$ cat src/hdl/aarm_pkg.sv
// Package with constants, payload types and arithmetic helpers of the rotation matrix unit.
`default_nettype none
package aarm_pkg;

  localparam int FRAC_BITS     = 14;
  localparam int CORDIC_STAGES = 16;
  localparam int ANGLE_FRAC    = 12;
  localparam int NORM_GUARD    = 8;

  localparam int AXIS_W  = 16;
  localparam int N2_W    = 32;
  localparam int RAD_W   = 48;
  localparam int ROOT_W  = 24;
  localparam int REM_W   = 25;
  localparam int SQRT_STEPS = ROOT_W;
  localparam int DEN_W   = ROOT_W + 1;
  localparam int Q_W     = 15;
  localparam int DIV_STEPS = Q_W;
  localparam int NUM_W   = 39;
  localparam int CW      = 36;
  localparam int PW      = 22;

  localparam logic signed [CW-1:0] Q30_PI      = 36'sd3373259426;
  localparam logic signed [CW-1:0] Q30_HALF_PI = 36'sd1686629713;
  localparam logic signed [CW-1:0] Q30_GAIN    = 36'sd652032874;
  localparam logic [N2_W-1:0]      N2_ONE      = N2_W'(64'd1 << (2 * FRAC_BITS));

  typedef struct packed {
    logic signed [AXIS_W-1:0] axis_x;
    logic signed [AXIS_W-1:0] axis_y;
    logic signed [AXIS_W-1:0] axis_z;
    logic signed [AXIS_W-1:0] angle_rad;
  } in_item_t;

  typedef struct packed {
    logic signed [15:0] m00;
    logic signed [15:0] m01;
    logic signed [15:0] m02;
    logic signed [15:0] m10;
    logic signed [15:0] m11;
    logic signed [15:0] m12;
    logic signed [15:0] m20;
    logic signed [15:0] m21;
    logic signed [15:0] m22;
  } out_item_t;

  typedef struct packed {
    logic signed [AXIS_W-1:0] x;
    logic signed [AXIS_W-1:0] y;
    logic signed [AXIS_W-1:0] z;
    logic signed [CW-1:0]     ang;
    logic                     skip;
  } side_t;

  typedef struct packed {
    logic [RAD_W-1:0]  rad;
    logic [REM_W-1:0]  rem;
    logic [ROOT_W-1:0] root;
  } sqrt_st_t;

  typedef struct packed {
    logic [REM_W-1:0] r;
    logic [Q_W-1:0]   nl;
    logic [Q_W-1:0]   q;
  } div_lane_t;

  typedef struct packed {
    div_lane_t [2:0]   lane;
    logic [DEN_W-1:0]  den;
  } div_st_t;

  typedef struct packed {
    logic signed [CW-1:0] cx;
    logic signed [CW-1:0] sy;
    logic signed [CW-1:0] ang;
    logic                 flip;
    logic signed [PW-1:0] x;
    logic signed [PW-1:0] y;
    logic signed [PW-1:0] z;
  } cordic_st_t;

  typedef struct packed {
    logic signed [PW-1:0] c;
    logic signed [PW-1:0] txx;
    logic signed [PW-1:0] tyy;
    logic signed [PW-1:0] tzz;
    logic signed [PW-1:0] txy;
    logic signed [PW-1:0] txz;
    logic signed [PW-1:0] tyz;
    logic signed [PW-1:0] sx;
    logic signed [PW-1:0] sy;
    logic signed [PW-1:0] sz;
  } mat_t;

  function automatic logic [31:0] atan_q30(input logic [4:0] i);
    logic [31:0] v;
    case (i)
      5'd0:  v = 32'h3243F6A8;
      5'd1:  v = 32'h1DAC6705;
      5'd2:  v = 32'h0FADBAFC;
      5'd3:  v = 32'h07F56EA6;
      5'd4:  v = 32'h03FEAB76;
      5'd5:  v = 32'h01FFD55B;
      5'd6:  v = 32'h00FFFAAA;
      5'd7:  v = 32'h007FFF55;
      5'd8:  v = 32'h003FFFEA;
      5'd9:  v = 32'h001FFFFD;
      5'd10: v = 32'h000FFFFF;
      5'd11: v = 32'h0007FFFF;
      5'd12: v = 32'h0003FFFF;
      5'd13: v = 32'h0001FFFF;
      5'd14: v = 32'h0000FFFF;
      5'd15: v = 32'h00007FFF;
      5'd16: v = 32'h00003FFF;
      5'd17: v = 32'h00001FFF;
      5'd18: v = 32'h00000FFF;
      5'd19: v = 32'h000007FF;
      5'd20: v = 32'h000003FF;
      5'd21: v = 32'h000001FF;
      5'd22: v = 32'h000000FF;
      5'd23: v = 32'h0000007F;
      5'd24: v = 32'h0000003F;
      5'd25: v = 32'h0000001F;
      5'd26: v = 32'h0000000F;
      5'd27: v = 32'h00000008;
      5'd28: v = 32'h00000004;
      5'd29: v = 32'h00000002;
      5'd30: v = 32'h00000001;
      default: v = 32'h00000000;
    endcase
    return v;
  endfunction

  function automatic logic signed [PW-1:0] mulq(input logic signed [PW-1:0] a,
                                                input logic signed [PW-1:0] b);
    logic signed [2*PW-1:0] p;
    p = a * b;
    p = p + ((2*PW)'(1) <<< (FRAC_BITS - 1));
    return PW'(p >>> FRAC_BITS);
  endfunction

  function automatic logic signed [15:0] sat16(input logic signed [PW:0] v);
    logic signed [15:0] r;
    if (v > (PW+1)'(32767)) begin
      r = 16'sh7FFF;
    end else if (v < -(PW+1)'(32768)) begin
      r = -16'sh8000;
    end else begin
      r = v[15:0];
    end
    return r;
  endfunction

endpackage
`default_nettype wire

$ cat src/hdl/aarm_div_cell.sv
// One cell of the divider chain: yields one quotient bit per cycle for each axis component while en is high.
`default_nettype none
module aarm_div_cell import aarm_pkg::*; (
  input  wire logic    clk,
  input  wire logic    rst_n,
  input  wire logic    en,
  input  wire logic    i_valid,
  input  wire div_st_t i_st,
  input  wire side_t   i_side,
  output logic         o_valid,
  output div_st_t      o_st,
  output side_t        o_side
);

  logic          valid_r;
  div_st_t       st_r, st_nxt;
  side_t         side_r;
  logic [REM_W:0] r2 [3];

  always_comb begin
    st_nxt.den = i_st.den;
    for (int k = 0; k < 3; k++) begin
      r2[k] = {i_st.lane[k].r, i_st.lane[k].nl[Q_W-1]};
      st_nxt.lane[k].nl = {i_st.lane[k].nl[Q_W-2:0], 1'b0};
      if (r2[k] >= {1'b0, i_st.den}) begin
        st_nxt.lane[k].r = REM_W'(r2[k] - {1'b0, i_st.den});
        st_nxt.lane[k].q = {i_st.lane[k].q[Q_W-2:0], 1'b1};
      end else begin
        st_nxt.lane[k].r = REM_W'(r2[k]);
        st_nxt.lane[k].q = {i_st.lane[k].q[Q_W-2:0], 1'b0};
      end
    end
  end

  always_ff @(posedge clk) begin
    if (!rst_n) begin
      valid_r <= 1'b0;
    end else if (en) begin
      valid_r <= i_valid;
    end
  end

  always_ff @(posedge clk) begin
    if (en) begin
      st_r   <= st_nxt;
      side_r <= i_side;
    end
  end

  assign o_valid = valid_r;
  assign o_st    = st_r;
  assign o_side  = side_r;

endmodule
`default_nettype wire

$ cat config.mk
export PLATFORM = sky130hd
export DESIGN_NAME = aarm_div_cell
export DESIGN_NICKNAME = d
export VERILOG_FILES = /design/src/hdl/aarm_pkg.sv /design/src/hdl/aarm_div_cell.sv
export SDC_FILE = /design/constraint.sdc
export NUM_CORES = 1
export LEC_CHECK = 0
export ABC_CLOCK_PERIOD_IN_PS = 8600
export BUFFER_PORTS_ARGS = -buffer_cell sky130_fd_sc_hd__buf_2
export CAP_MARGIN = 20
export CORE_AREA = 4 4 212 214
export CTS_CLUSTER_DIAMETER = 100
export DETAILED_ROUTE_END_ITERATION = 12
export DIE_AREA = 0 0 216 218
export PLACE_DENSITY = 0.52
export SYNTH_ARGS = -nofsm -noshare
export SYNTH_HDL_FRONTEND = slang
export SYNTH_SLANG_ARGS = --single-unit
$ cat constraint.sdc
create_clock -name clk -period 8.6 [get_ports clk]
set_clock_uncertainty 0.2 [all_clocks]
set_input_delay 2.58 -clock clk [delete_from_list [all_inputs] [get_ports clk]]
set_output_delay 2.58 -clock clk [all_outputs]
set_load 0.005 [all_outputs]
==> flow_summary.ini <==
[worst_setup_path]
r2r_setup_slack_ns = 7.81
reg2regPathDepth = 2
worst-setup-path-type = in2reg
r2r_start = o_valid$_SDFFE_PN0P_
critPathRequiredTime_ns = 8.67
r2r-end = o_valid$_SDFFE_PN0P_
cp-start-kind = primary input
cp-end-kind = register
critPathMaxFanout = 37
crit_arrival_ns = 5.89

[clocking]
clk_pin_slew_worst_paths_ns = 0.06
clk_latency_ns = 0.53
cts_buffers = 35
clk_path_buf_depth = 3
cts_resized = 0
clkSinkCount = 273
tritoncts = done
root_buffer = clkbuf_16
cts_max_level = 2
post_cts_buffers = 0
postCtsHoldBufs = 0

[logic_synthesis]
synthCells = 983
synth_largest_area_cell = edfxtp_1
synth_top_cell_area_share_pct = 62.5
ys_warn_count = 0
seq_area_frac_synth_pct = 62.6
ys_ff_latch = 273
async_flop_share_pct = 0
synth_cell_types = 80
synth_area_um2 = 13100
synth_area_leaders = edfxtp_1 (62%), ha_1 (7.2%), a21oi_1 (3.4%), xnor2_1 (2.5%), o21ai_0 (2.1%)
syn_area_per_cell_um2 = 13.3
synth_edf_count = 272
ys.flop_type = edfxtp_1

[timing]
fin_crit_sh_pct = 67.6
setup_viol = 0
max_freq_ghz = 0.172
relSlewSlack_pct = 40.9
worst_pin_slew_ns = 0.883
tns_ns = 0
final_max_slew_viol_count = 0
rsz0062_at_grt = no
hold_violations = 0
period_needed_ns = 5.82

[detailed_routing]
drt-initial-drc-count = 502
final_antenna_net_count = 0
drt_wl_total_um = 50100
drc = 0
vias = 10300
drtPass1Iterations = 5
wl_per_cell_um = 23.1
viasPerCell = 4.75

[floorplanning]
die_area_um2 = 47100
ioPinCount = 555
num_rows = 76
die_w_um = 216
design.core.area_um2 = 42900
initial_core_util_pct = 30.5
die_height_um = 218

[global_route]
grt_pass1_wl_um = 69500
grt_pass1_vias = 10300
antenna_found_initial = 32
grt_use_total_pct = 20.1
grt-ovfl-total = 0
grt_max_degree = 134

[min_path]
min_path_cells = 2
min_path_type = reg2reg
hold_end = o_valid$_SDFFE_PN0P_
min-delay-start = o_valid$_SDFFE_PN0P_

[layout]
nets = 1905
drive_above_1_share_pct = 41.2
final_core_util_pct = 41.1
nFillCells = 4135
area_growth_pct = 34.9
post-route-cell-area_um2 = 17600

[power]
power_density_nw_per_um2 = 219
peakVddDrop_uv = 142
p_leak_uw = 0.00767

[placement]
dp_hpwl_um = 40700
port_buffers = 548
gp_routability_congestion = 0.869
placed_cell_area_um2 = 16400

[flow_run]
max-cap-violations = 0

[outcome]
status = completed
layout make-up:
class	instances	area, um^2	share of cell area [%]
multi-input cells	631	4510	25.6
diodes	9	22.5	0.128
inverters	54	203	1.15
well taps	585	732	4.15
flip-flops and latches	273	8190	46.4
clock buffers	40	895	5.07
repair buffers	553	2800	15.9
clock inverters	23	284	1.61
per-layer routing:
metal / up-vias / GRT usage (%) / share of wire [%]
li1: 4866 / - / -
met1: 4881 / 21.2 / 35
met2: 408 / 35.9 / 51
met3: 113 / 8.68 / 10
met4: 40 / 7.00 / 3.5
met5: - / 0 / 0.45
power breakdown:
group | total [uW] | switching, uW | internal [uW]
clock network | 1510 | 598 | 908
logic | 701 | 398 | 303
registers | 1660 | 32.2 | 1630
stage by stage:
step	std cells	setup slack [ns]	hold slack, ns	total power (uW)
finish	2168	2.78	0.325	3870
global route	2162	2.59	0.365	4050
CTS	2159	2.79	0.326	3930
detailed placement	2096	2.23	0.304	2400
global placement	2096	2.19	0.304	2400
floorplan	985	3.27	0.307	2050
worst max-delay path by stage:
| stage | from | cells after the start | slack, ns | endpoint |
|---|---|---|---|---|
| after floorplan | i_st[109] | 12 | 3.27 | o_st[111]$_DFFE_PP_ |
| after global placement | i_st[0] | 12 | 2.19 | o_st[111]$_DFFE_PP_ |
| after detailed placement | i_st[0] | 12 | 2.23 | o_st[120]$_DFFE_PP_ |
| after CTS | i_st[0] | 12 | 2.79 | o_st[120]$_DFFE_PP_ |
| after global routing | i_st[0] | 12 | 2.59 | o_st[120]$_DFFE_PP_ |
| final | i_st[0] | 12 | 2.78 | o_st[120]$_DFFE_PP_ |
worst max-delay path, cell delays in order:
cell	delay [ns]
buf_2	0.20
ha_1	0.20
inv_1	0.05
fa_1	0.43
a211oi_2	0.24
o21a_1	0.19
and4bb_4	0.22
o31ai_4	0.27
nand3_1	0.18
a211oi_4	0.48
buf_4	0.43
mux2_2	0.39
cell usage after synthesis, drive strengths merged (4+ instances only):
| master | count |
|---|---|
| o21a | 5 |
| mux2 | 17 |
| o21bai | 13 |
| nor3 | 15 |
| edfxtp | 272 |
| o21ai | 60 |
| ha | 75 |
| nand2 | 62 |
| o211ai | 5 |
| nand4 | 14 |
| xnor2 | 38 |
| xor2 | 22 |
| nor2 | 65 |
| nand2b | 9 |
| a21oi | 89 |
| a211oi | 12 |
| o31ai | 6 |
| inv | 54 |
| nand3 | 17 |
| nor2b | 4 |
| buf | 20 |
| a21o | 35 |
| clkbuf | 7 |
| a31oi | 4 |
flip-flops by register name (all words and copies together) (netlist names):
register	cells
o_st	187
o_side	85
o_valid	1
cell usage in the layout (no fill, tap or decap), drive strengths merged, types with 4 or more instances in the layout:
| cell | n |
|---|---|
| buf | 553 |
| edfxtp | 272 |
| a21oi | 89 |
| ha | 75 |
| nor2 | 65 |
| nand2 | 62 |
| o21ai | 60 |
| inv | 56 |
| clkbuf | 40 |
| xnor2 | 38 |
| a21o | 35 |
| xor2 | 22 |
| nand3 | 17 |
| mux2 | 17 |
| nor3 | 15 |
| nand4 | 14 |
| clkinv | 14 |
| o21bai | 13 |
| a211oi | 12 |
| diode | 9 |
| nand2b | 9 |
| o31ai | 6 |
| o211ai | 5 |
| o21a | 5 |
| bufinv | 5 |
| nor2b | 4 |
| a31oi | 4 |
kinds of logic after synthesis:
logic type / Yosys count / synth area share (%)
muxes: 19 / 1.79
and+or+nand+nor: 206 / 7.33
adders and majority gates: 78 / 7.64
AOI/OAI and AO/OA: 265 / 13.6
xor gates and xnor gates: 60 / 4.02
other: 1 / 0.0287
DFF: 273 / 62.6
buffers and inverters: 81 / 2.98
Power figures use the tool's default switching activity.
