`src/hdl/aarm_pkg.sv`:
```
// Package with constants, payload types and arithmetic helpers of the rotation matrix unit.
`default_nettype none
package aarm_pkg;

  localparam int FRAC_BITS     = 14;
  localparam int CORDIC_STAGES = 16;
  localparam int ANGLE_FRAC    = 12;
  localparam int NORM_GUARD    = 8;

  localparam int AXIS_W  = 16;
  localparam int N2_W    = 32;
  localparam int RAD_W   = 48;
  localparam int ROOT_W  = 24;
  localparam int REM_W   = 25;
  localparam int SQRT_STEPS = ROOT_W;
  localparam int DEN_W   = ROOT_W + 1;
  localparam int Q_W     = 15;
  localparam int DIV_STEPS = Q_W;
  localparam int NUM_W   = 39;
  localparam int CW      = 36;
  localparam int PW      = 22;

  localparam logic signed [CW-1:0] Q30_PI      = 36'sd3373259426;
  localparam logic signed [CW-1:0] Q30_HALF_PI = 36'sd1686629713;
  localparam logic signed [CW-1:0] Q30_GAIN    = 36'sd652032874;
  localparam logic [N2_W-1:0]      N2_ONE      = N2_W'(64'd1 << (2 * FRAC_BITS));

  typedef struct packed {
    logic signed [AXIS_W-1:0] axis_x;
    logic signed [AXIS_W-1:0] axis_y;
    logic signed [AXIS_W-1:0] axis_z;
    logic signed [AXIS_W-1:0] angle_rad;
  } in_item_t;

  typedef struct packed {
    logic signed [15:0] m00;
    logic signed [15:0] m01;
    logic signed [15:0] m02;
    logic signed [15:0] m10;
    logic signed [15:0] m11;
    logic signed [15:0] m12;
    logic signed [15:0] m20;
    logic signed [15:0] m21;
    logic signed [15:0] m22;
  } out_item_t;

  typedef struct packed {
    logic signed [AXIS_W-1:0] x;
    logic signed [AXIS_W-1:0] y;
    logic signed [AXIS_W-1:0] z;
    logic signed [CW-1:0]     ang;
    logic                     skip;
  } side_t;

  typedef struct packed {
    logic [RAD_W-1:0]  rad;
    logic [REM_W-1:0]  rem;
    logic [ROOT_W-1:0] root;
  } sqrt_st_t;

  typedef struct packed {
    logic [REM_W-1:0] r;
    logic [Q_W-1:0]   nl;
    logic [Q_W-1:0]   q;
  } div_lane_t;

  typedef struct packed {
    div_lane_t [2:0]   lane;
    logic [DEN_W-1:0]  den;
  } div_st_t;

  typedef struct packed {
    logic signed [CW-1:0] cx;
    logic signed [CW-1:0] sy;
    logic signed [CW-1:0] ang;
    logic                 flip;
    logic signed [PW-1:0] x;
    logic signed [PW-1:0] y;
    logic signed [PW-1:0] z;
  } cordic_st_t;

  typedef struct packed {
    logic signed [PW-1:0] c;
    logic signed [PW-1:0] txx;
    logic signed [PW-1:0] tyy;
    logic signed [PW-1:0] tzz;
    logic signed [PW-1:0] txy;
    logic signed [PW-1:0] txz;
    logic signed [PW-1:0] tyz;
    logic signed [PW-1:0] sx;
    logic signed [PW-1:0] sy;
    logic signed [PW-1:0] sz;
  } mat_t;

  function automatic logic [31:0] atan_q30(input logic [4:0] i);
    logic [31:0] v;
    case (i)
      5'd0:  v = 32'h3243F6A8;
      5'd1:  v = 32'h1DAC6705;
      5'd2:  v = 32'h0FADBAFC;
      5'd3:  v = 32'h07F56EA6;
      5'd4:  v = 32'h03FEAB76;
      5'd5:  v = 32'h01FFD55B;
      5'd6:  v = 32'h00FFFAAA;
      5'd7:  v = 32'h007FFF55;
      5'd8:  v = 32'h003FFFEA;
      5'd9:  v = 32'h001FFFFD;
      5'd10: v = 32'h000FFFFF;
      5'd11: v = 32'h0007FFFF;
      5'd12: v = 32'h0003FFFF;
      5'd13: v = 32'h0001FFFF;
      5'd14: v = 32'h0000FFFF;
      5'd15: v = 32'h00007FFF;
      5'd16: v = 32'h00003FFF;
      5'd17: v = 32'h00001FFF;
      5'd18: v = 32'h00000FFF;
      5'd19: v = 32'h000007FF;
      5'd20: v = 32'h000003FF;
      5'd21: v = 32'h000001FF;
      5'd22: v = 32'h000000FF;
      5'd23: v = 32'h0000007F;
      5'd24: v = 32'h0000003F;
      5'd25: v = 32'h0000001F;
      5'd26: v = 32'h0000000F;
      5'd27: v = 32'h00000008;
      5'd28: v = 32'h00000004;
      5'd29: v = 32'h00000002;
      5'd30: v = 32'h00000001;
      default: v = 32'h00000000;
    endcase
    return v;
  endfunction

  function automatic logic signed [PW-1:0] mulq(input logic signed [PW-1:0] a,
                                                input logic signed [PW-1:0] b);
    logic signed [2*PW-1:0] p;
    p = a * b;
    p = p + ((2*PW)'(1) <<< (FRAC_BITS - 1));
    return PW'(p >>> FRAC_BITS);
  endfunction

  function automatic logic signed [15:0] sat16(input logic signed [PW:0] v);
    logic signed [15:0] r;
    if (v > (PW+1)'(32767)) begin
      r = 16'sh7FFF;
    end else if (v < -(PW+1)'(32768)) begin
      r = -16'sh8000;
    end else begin
      r = v[15:0];
    end
    return r;
  endfunction

endpackage
`default_nettype wire

```
`src/hdl/aarm_sqrt_cell.sv`:
```
// One cell of the square root chain: yields one root bit per cycle while en is high.
`default_nettype none
module aarm_sqrt_cell import aarm_pkg::*; (
  input  wire logic     clk,
  input  wire logic     rst_n,
  input  wire logic     en,
  input  wire logic     i_valid,
  input  wire sqrt_st_t i_st,
  input  wire side_t    i_side,
  output logic          o_valid,
  output sqrt_st_t      o_st,
  output side_t         o_side
);

  logic          valid_r;
  sqrt_st_t      st_r, st_nxt;
  side_t         side_r;
  logic [REM_W+1:0] r2, trial;

  always_comb begin
    r2    = {i_st.rem, i_st.rad[RAD_W-1 -: 2]};
    trial = {1'b0, i_st.root, 2'b01};
    st_nxt.rad = {i_st.rad[RAD_W-3:0], 2'b00};
    if (r2 >= trial) begin
      st_nxt.rem  = REM_W'(r2 - trial);
      st_nxt.root = {i_st.root[ROOT_W-2:0], 1'b1};
    end else begin
      st_nxt.rem  = REM_W'(r2);
      st_nxt.root = {i_st.root[ROOT_W-2:0], 1'b0};
    end
  end

  always_ff @(posedge clk) begin
    if (!rst_n) begin
      valid_r <= 1'b0;
    end else if (en) begin
      valid_r <= i_valid;
    end
  end

  always_ff @(posedge clk) begin
    if (en) begin
      st_r   <= st_nxt;
      side_r <= i_side;
    end
  end

  assign o_valid = valid_r;
  assign o_st    = st_r;
  assign o_side  = side_r;

endmodule
`default_nettype wire

```
`config.mk`:
```
export PLATFORM = sky130hd
export DESIGN_NAME = aarm_sqrt_cell
export DESIGN_NICKNAME = d
export VERILOG_FILES = /design/src/hdl/aarm_pkg.sv /design/src/hdl/aarm_sqrt_cell.sv
export SDC_FILE = /design/constraint.sdc
export NUM_CORES = 1
export LEC_CHECK = 0
export BUFFER_PORTS_ARGS = -buffer_cell sky130_fd_sc_hd__clkbuf_2
export CAP_MARGIN = 20
export CORE_AREA = 2 2 143 145
export DETAILED_ROUTE_END_ITERATION = 16
export DIE_AREA = 0 0 145 147
export HOLD_SLACK_MARGIN = 0.1
export PLACE_DENSITY = 0.67
export SLEW_MARGIN = 5
export SYNTH_ARGS = -nofsm -noshare
export SYNTH_HDL_FRONTEND = slang
export SYNTH_SLANG_ARGS = --single-unit
```
`constraint.sdc`:
```
create_clock -name clk -period 8.5 [get_ports clk]
set_input_delay 0.85 -clock clk [delete_from_list [all_inputs] [get_ports clk]]
set_output_delay 0.85 -clock clk [all_outputs]
set_load 0.02 [all_outputs]
```
==> impl_table.tex <==
\begin{tabular}{lr}
\hline
Metric & Value \\
\hline
\multicolumn{2}{l}{\textbf{Power}} \\
\quad Internal power & roughly 1.6 mW \\
\quad Part of the total power dissipated in the clock network & 34.1\% \\
\quad Sw Share & 29.0\% \\
\quad Reported net switching power & 663 uW \\
\quad Leakage power figure & between 4 and 5 nW \\
\quad Combinational fraction of design power & 17.9\% \\
\quad Power density cells & $\sim$230 nW/um\^{}2 \\
\quad Share of power burned in registers & 48.0\% \\
\quad Largest voltage drop on the vdd net & 0.000133 V \\
\multicolumn{2}{l}{\textbf{Worst setup path}} \\
\quad Worst Setup Start Kind & primary input \\
\quad Setup crit start & i\_st[1] \\
\quad Classification of the worst setup path & in -> reg \\
\quad Required time at the worst-slack endpoint & 8.67 ns \\
\quad Reg-to-reg critical path startpoint & o\_valid\$\_SDFFE\_PN0P\_ \\
\quad Signal arrival time at the worst endpoint & around 3.5 ns \\
\quad Crit. End Element & flop \\
\quad Largest fanout on the critical path & 26 \\
\quad Register-to-register setup slack & 7.83 ns \\
\multicolumn{2}{l}{\textbf{Outcome}} \\
\quad Status & complete, no violations \\
\multicolumn{2}{l}{\textbf{Placed design}} \\
\quad Quantity of I/O buffers inserted on ports & roughly 370 \\
\quad Weighted congestion at the end of routability-driven global placement & 0.783 \\
\quad HPWL after detailed placement & $\sim$17 mm \\
\multicolumn{2}{l}{\textbf{Synthesis}} \\
\quad Count of unique library cells instantiated by Yosys & 56 \\
\quad Cell area after technology mapping & 7330 um\^{}2 \\
\quad Number of enable flip-flop cells after synthesis & 180 \\
\quad Synthesized area divided by synthesized cell count & 16.6 um\^{}2 \\
\quad Synthesized instance count & 442 \\
\quad Total of flip-flops plus latches after synthesis & approximately 180 \\
\quad Post-synth ARST share & 0\% \\
\quad Leading register cell type out of synthesis & sky130\_fd\_sc\_hd\_\_edfxtp\_1 \\
\quad Sequential area share after synthesis & 74.0\% \\
\quad Count of warnings emitted by yosys & 0 \\
\multicolumn{2}{l}{\textbf{CTS}} \\
\quad Hold Buf Count CTS & 0 \\
\quad Clock-pin slew on the worst setup and hold paths & 0.07 ns \\
\quad Inserted Clock Buffers & 17 \\
\quad CTS tree & yes \\
\quad Number of H-tree branching levels & 4 \\
\quad Clock sink count & between 150 and 200 \\
\quad Buffer levels on the longest clock path & 2 \\
\quad Clock tree root driver cell & sky130\_fd\_sc\_hd\_\_clkbuf\_16 \\
\quad Post-cts sizing count & 0 \\
\quad \# Post-CTS Setup Buffers & 0 \\
\quad Clock latency on the worst-skew pair & approximately 0.42 ns \\
\multicolumn{2}{l}{\textbf{Routing}} \\
\quad Per-cell routed wire length & 19.1 um \\
\quad DRC violation total after the first TritonRoute iteration & 261 \\
\quad First-pass detailed-route iteration total & 4 \\
\quad Routed vias/inst & roughly 4.6 \\
\quad Top routing layer used & met4 \\
\quad Via Count & 5123 \\
\quad Final antenna-violating net count & 0 \\
\quad Wire length on met1 & 7.91 mm \\
\quad Wire length after detailed routing & $\sim$21 mm \\
\quad Detailed route wirelength on metal3 & approximately 1.7 mm \\
\quad Detailed-routed wire length on met2 & 10.8 mm \\
\quad Total DRC errors in the routed layout & 0 \\
\multicolumn{2}{l}{\textbf{Worst hold path}} \\
\quad HP Start & o\_valid\$\_SDFFE\_PN0P\_ \\
\quad Worst hold-check path type & reg -> reg \\
\multicolumn{2}{l}{\textbf{Final layout}} \\
\quad P\&R area growth vs syn & 37.1\% \\
\quad Reg area & 5430 um\^{}2 \\
\quad Combined area of the multi-input logic cells & 1720 um\^{}2 \\
\quad Fillcell total & 1763 \\
\quad Share of layout cells above drive strength 1 & 50.7\% \\
\quad Layout Nets & 1030 \\
\quad Core utilization of the finished layout & 50.7\% \\
\multicolumn{2}{l}{\textbf{Global route}} \\
\quad Via count of the first global-routing pass & roughly 5000 \\
\quad Pin count of the biggest net entering global routing & 105 \\
\quad Number of antenna violations at the first check in global routing & 1 \\
\quad Total GRT Usage & 19.3\% \\
\quad Overflow left after global routing & 0 \\
\quad Wire length of the first global-routing pass & 30.3 mm \\
\multicolumn{2}{l}{\textbf{Timing}} \\
\quad Number of failing setup endpoints in the final timing report & 0 \\
\quad Final Cycle Share & between 30\% and 40\% \\
\quad Min Tclk post-route & about 3.3 ns \\
\quad Max-slew headroom at the worst pin & around a third \\
\quad Final max-slew violation count & 0 \\
\quad Final worst hold slack & 0.568 ns \\
\quad Sum Neg Setup Slack & 0 ns \\
\quad Achievable Freq & around 300 MHz \\
\quad Least-Margin Pin Slew & 0.973 ns \\
\quad Hold Vio Cnt, Final & 0 \\
\quad Largest clock skew in the final design & 0 ns \\
\quad RSZ-0062 raised after global routing & no \\
\multicolumn{2}{l}{\textbf{Flow run}} \\
\quad Total of max-cap violations & 0 \\
\multicolumn{2}{l}{\textbf{Floorplanning}} \\
\quad Initial Utilization & 37.0\% \\
\quad Chip height & around 150 um \\
\quad CORE AREA & 19800 um\^{}2 \\
\quad Cell Rows & 52 \\
\quad Total Die Area & 21300 um\^{}2 \\
\quad Top-level port count & around 370 \\
\quad Floorplan die width & 145 um \\
\hline
\end{tabular}
==> stage by stage <==
step / worst slack [ns] / area, um^2 / total power [mW] / cells
after floorplan: 5.22 / 7340 / 1.35 / 443
after global placement: 4.81 / 9460 / 1.53 / 1069
after detailed placement: 4.71 / 9460 / 1.53 / 1069
after CTS: 5.16 / 10100 / 2.32 / 1101
after global routing: 5.03 / 10100 / 2.37 / 1102
final: 5.19 / 10100 / 2.29 / 1102
==> worst max-delay path: stages <==
cell,delay [ns]
sky130_fd_sc_hd__clkbuf_2,0.09
sky130_fd_sc_hd__inv_1,0.04
sky130_fd_sc_hd__ha_1,0.36
sky130_fd_sc_hd__nor3_1,0.09
sky130_fd_sc_hd__a211oi_2,0.45
sky130_fd_sc_hd__a21oi_2,0.16
sky130_fd_sc_hd__nor3_4,0.26
sky130_fd_sc_hd__a311oi_4,0.16
sky130_fd_sc_hd__o31ai_4,0.20
sky130_fd_sc_hd__buf_4,0.42
sky130_fd_sc_hd__mux2_2,0.39
==> layout by cell type (no fill, tap or decap), drive strengths merged, types with 2 or more instances in the layout <==
| master | instances |
|---|---|
| a211o | 3 |
| a211oi | 5 |
| a21o | 12 |
| a21oi | 23 |
| a311oi | 2 |
| a31oi | 5 |
| and2 | 2 |
| and3 | 5 |
| and4 | 2 |
| buf | 2 |
| clkbuf | 384 |
| clkinv | 7 |
| clkinvlp | 2 |
| conb | 2 |
| edfxtp | 180 |
| ha | 26 |
| inv | 37 |
| mux2 | 21 |
| mux2i | 4 |
| nand2 | 19 |
| nand3 | 6 |
| nand4 | 5 |
| nor2 | 14 |
| nor2b | 2 |
| nor3 | 6 |
| nor4 | 2 |
| o211ai | 3 |
| o21a | 3 |
| o21ai | 8 |
| o21bai | 2 |
| o31ai | 2 |
| or3 | 2 |
| xnor2 | 14 |
| xor2 | 6 |
==> layer usage <==
metal / GRT usage (%) / up-vias
li1: - / 2451
met1: 22.3 / 2430
met2: 33.4 / 212
met3: 6.55 / 30
met4: 7.62 / 0
met5: 0 / -
==> path summary, 6_finish.rpt <==
| kind | to | depth (start not counted) |
|---|---|---|
| hold / removal | o_valid$_SDFFE_PN0P_ | 2 |
| setup / recovery | o_st[48]$_DFFE_PP_ | 11 |
| hold reg to reg | o_valid$_SDFFE_PN0P_ | 2 |
| setup reg to reg | o_valid$_SDFFE_PN0P_ | 2 |
==> power by group through the flow <==
stage | Combinational, mW | Sequential (mW) | Clock [mW]
2_1_floorplan | 0.131 | 1.22 | 0
3_3_place_gp | 0.410 | 1.12 | 0
3_5_place_dp | 0.414 | 1.12 | 0
4_1_cts | 0.416 | 1.10 | 0.804
5_1_grt | 0.438 | 1.10 | 0.831
6_report | 0.410 | 1.10 | 0.780
==> synthesized netlist by cell type, types with 2 or more instances <==
library cell,instances,share of area [%]
sky130_fd_sc_hd__nand3_1,6,0.41
sky130_fd_sc_hd__and2_1,2,0.17
sky130_fd_sc_hd__o211ai_1,3,0.31
sky130_fd_sc_hd__xnor2_1,14,1.7
sky130_fd_sc_hd__nand4_1,5,0.43
sky130_fd_sc_hd__mux2_1,5,0.77
sky130_fd_sc_hd__a21oi_1,22,1.5
sky130_fd_sc_hd__clkbuf_1,6,0.31
sky130_fd_sc_hd__edfxtp_1,180,74
sky130_fd_sc_hd__or3_1,2,0.17
sky130_fd_sc_hd__nor2b_1,2,0.17
sky130_fd_sc_hd__nor2_1,14,0.72
sky130_fd_sc_hd__mux2_4,10,2.0
sky130_fd_sc_hd__a211oi_1,4,0.41
sky130_fd_sc_hd__a21o_1,12,1.2
sky130_fd_sc_hd__ha_1,26,4.4
sky130_fd_sc_hd__o21ai_0,6,0.41
sky130_fd_sc_hd__xor2_1,6,0.72
sky130_fd_sc_hd__and4_1,2,0.24
sky130_fd_sc_hd__o21a_1,3,0.31
sky130_fd_sc_hd__mux2i_1,4,0.55
sky130_fd_sc_hd__inv_1,32,1.6
sky130_fd_sc_hd__nand2_1,19,0.97
sky130_fd_sc_hd__nor4_1,2,0.17
sky130_fd_sc_hd__a211o_1,3,0.36
sky130_fd_sc_hd__buf_4,2,0.20
sky130_fd_sc_hd__mux2_2,6,0.92
sky130_fd_sc_hd__a31oi_1,5,0.43
sky130_fd_sc_hd__nor3_1,5,0.34
sky130_fd_sc_hd__and3_1,5,0.43
sky130_fd_sc_hd__o21bai_1,2,0.20
sky130_fd_sc_hd__buf_6,2,0.31
sky130_fd_sc_hd__o21ai_1,2,0.14
==> flip-flops by register name, indices dropped and copies added (netlist names) <==
| name | count |
|---|---|
| o_st | 95 |
| o_valid | 1 |
| o_side | 85 |
==> layout make-up <==
cell class,count,area share (%)
flip-flops and latches,181,53.9
repair buffers,368,18.4
multi-input cells,218,17.1
clock buffers,18,4.27
well taps,270,3.36
clock inverters,14,1.64
inverters,32,1.19
diodes,1,0.0249
==> cells by family after synthesis <==
kind of cell,count (synthesis),synth area share [%]
multiplexers,25,4.28
AND/OR/NAND/NOR,69,4.86
AO/OA/AOI/OAI,76,7.42
buffers and inverters,44,2.59
XOR/XNOR,20,2.39
other,1,0.0511
flip-flops,181,74.0
adder cells (fa/ha/maj),26,4.44
Note: power is estimated with default switching activity, not from simulation.
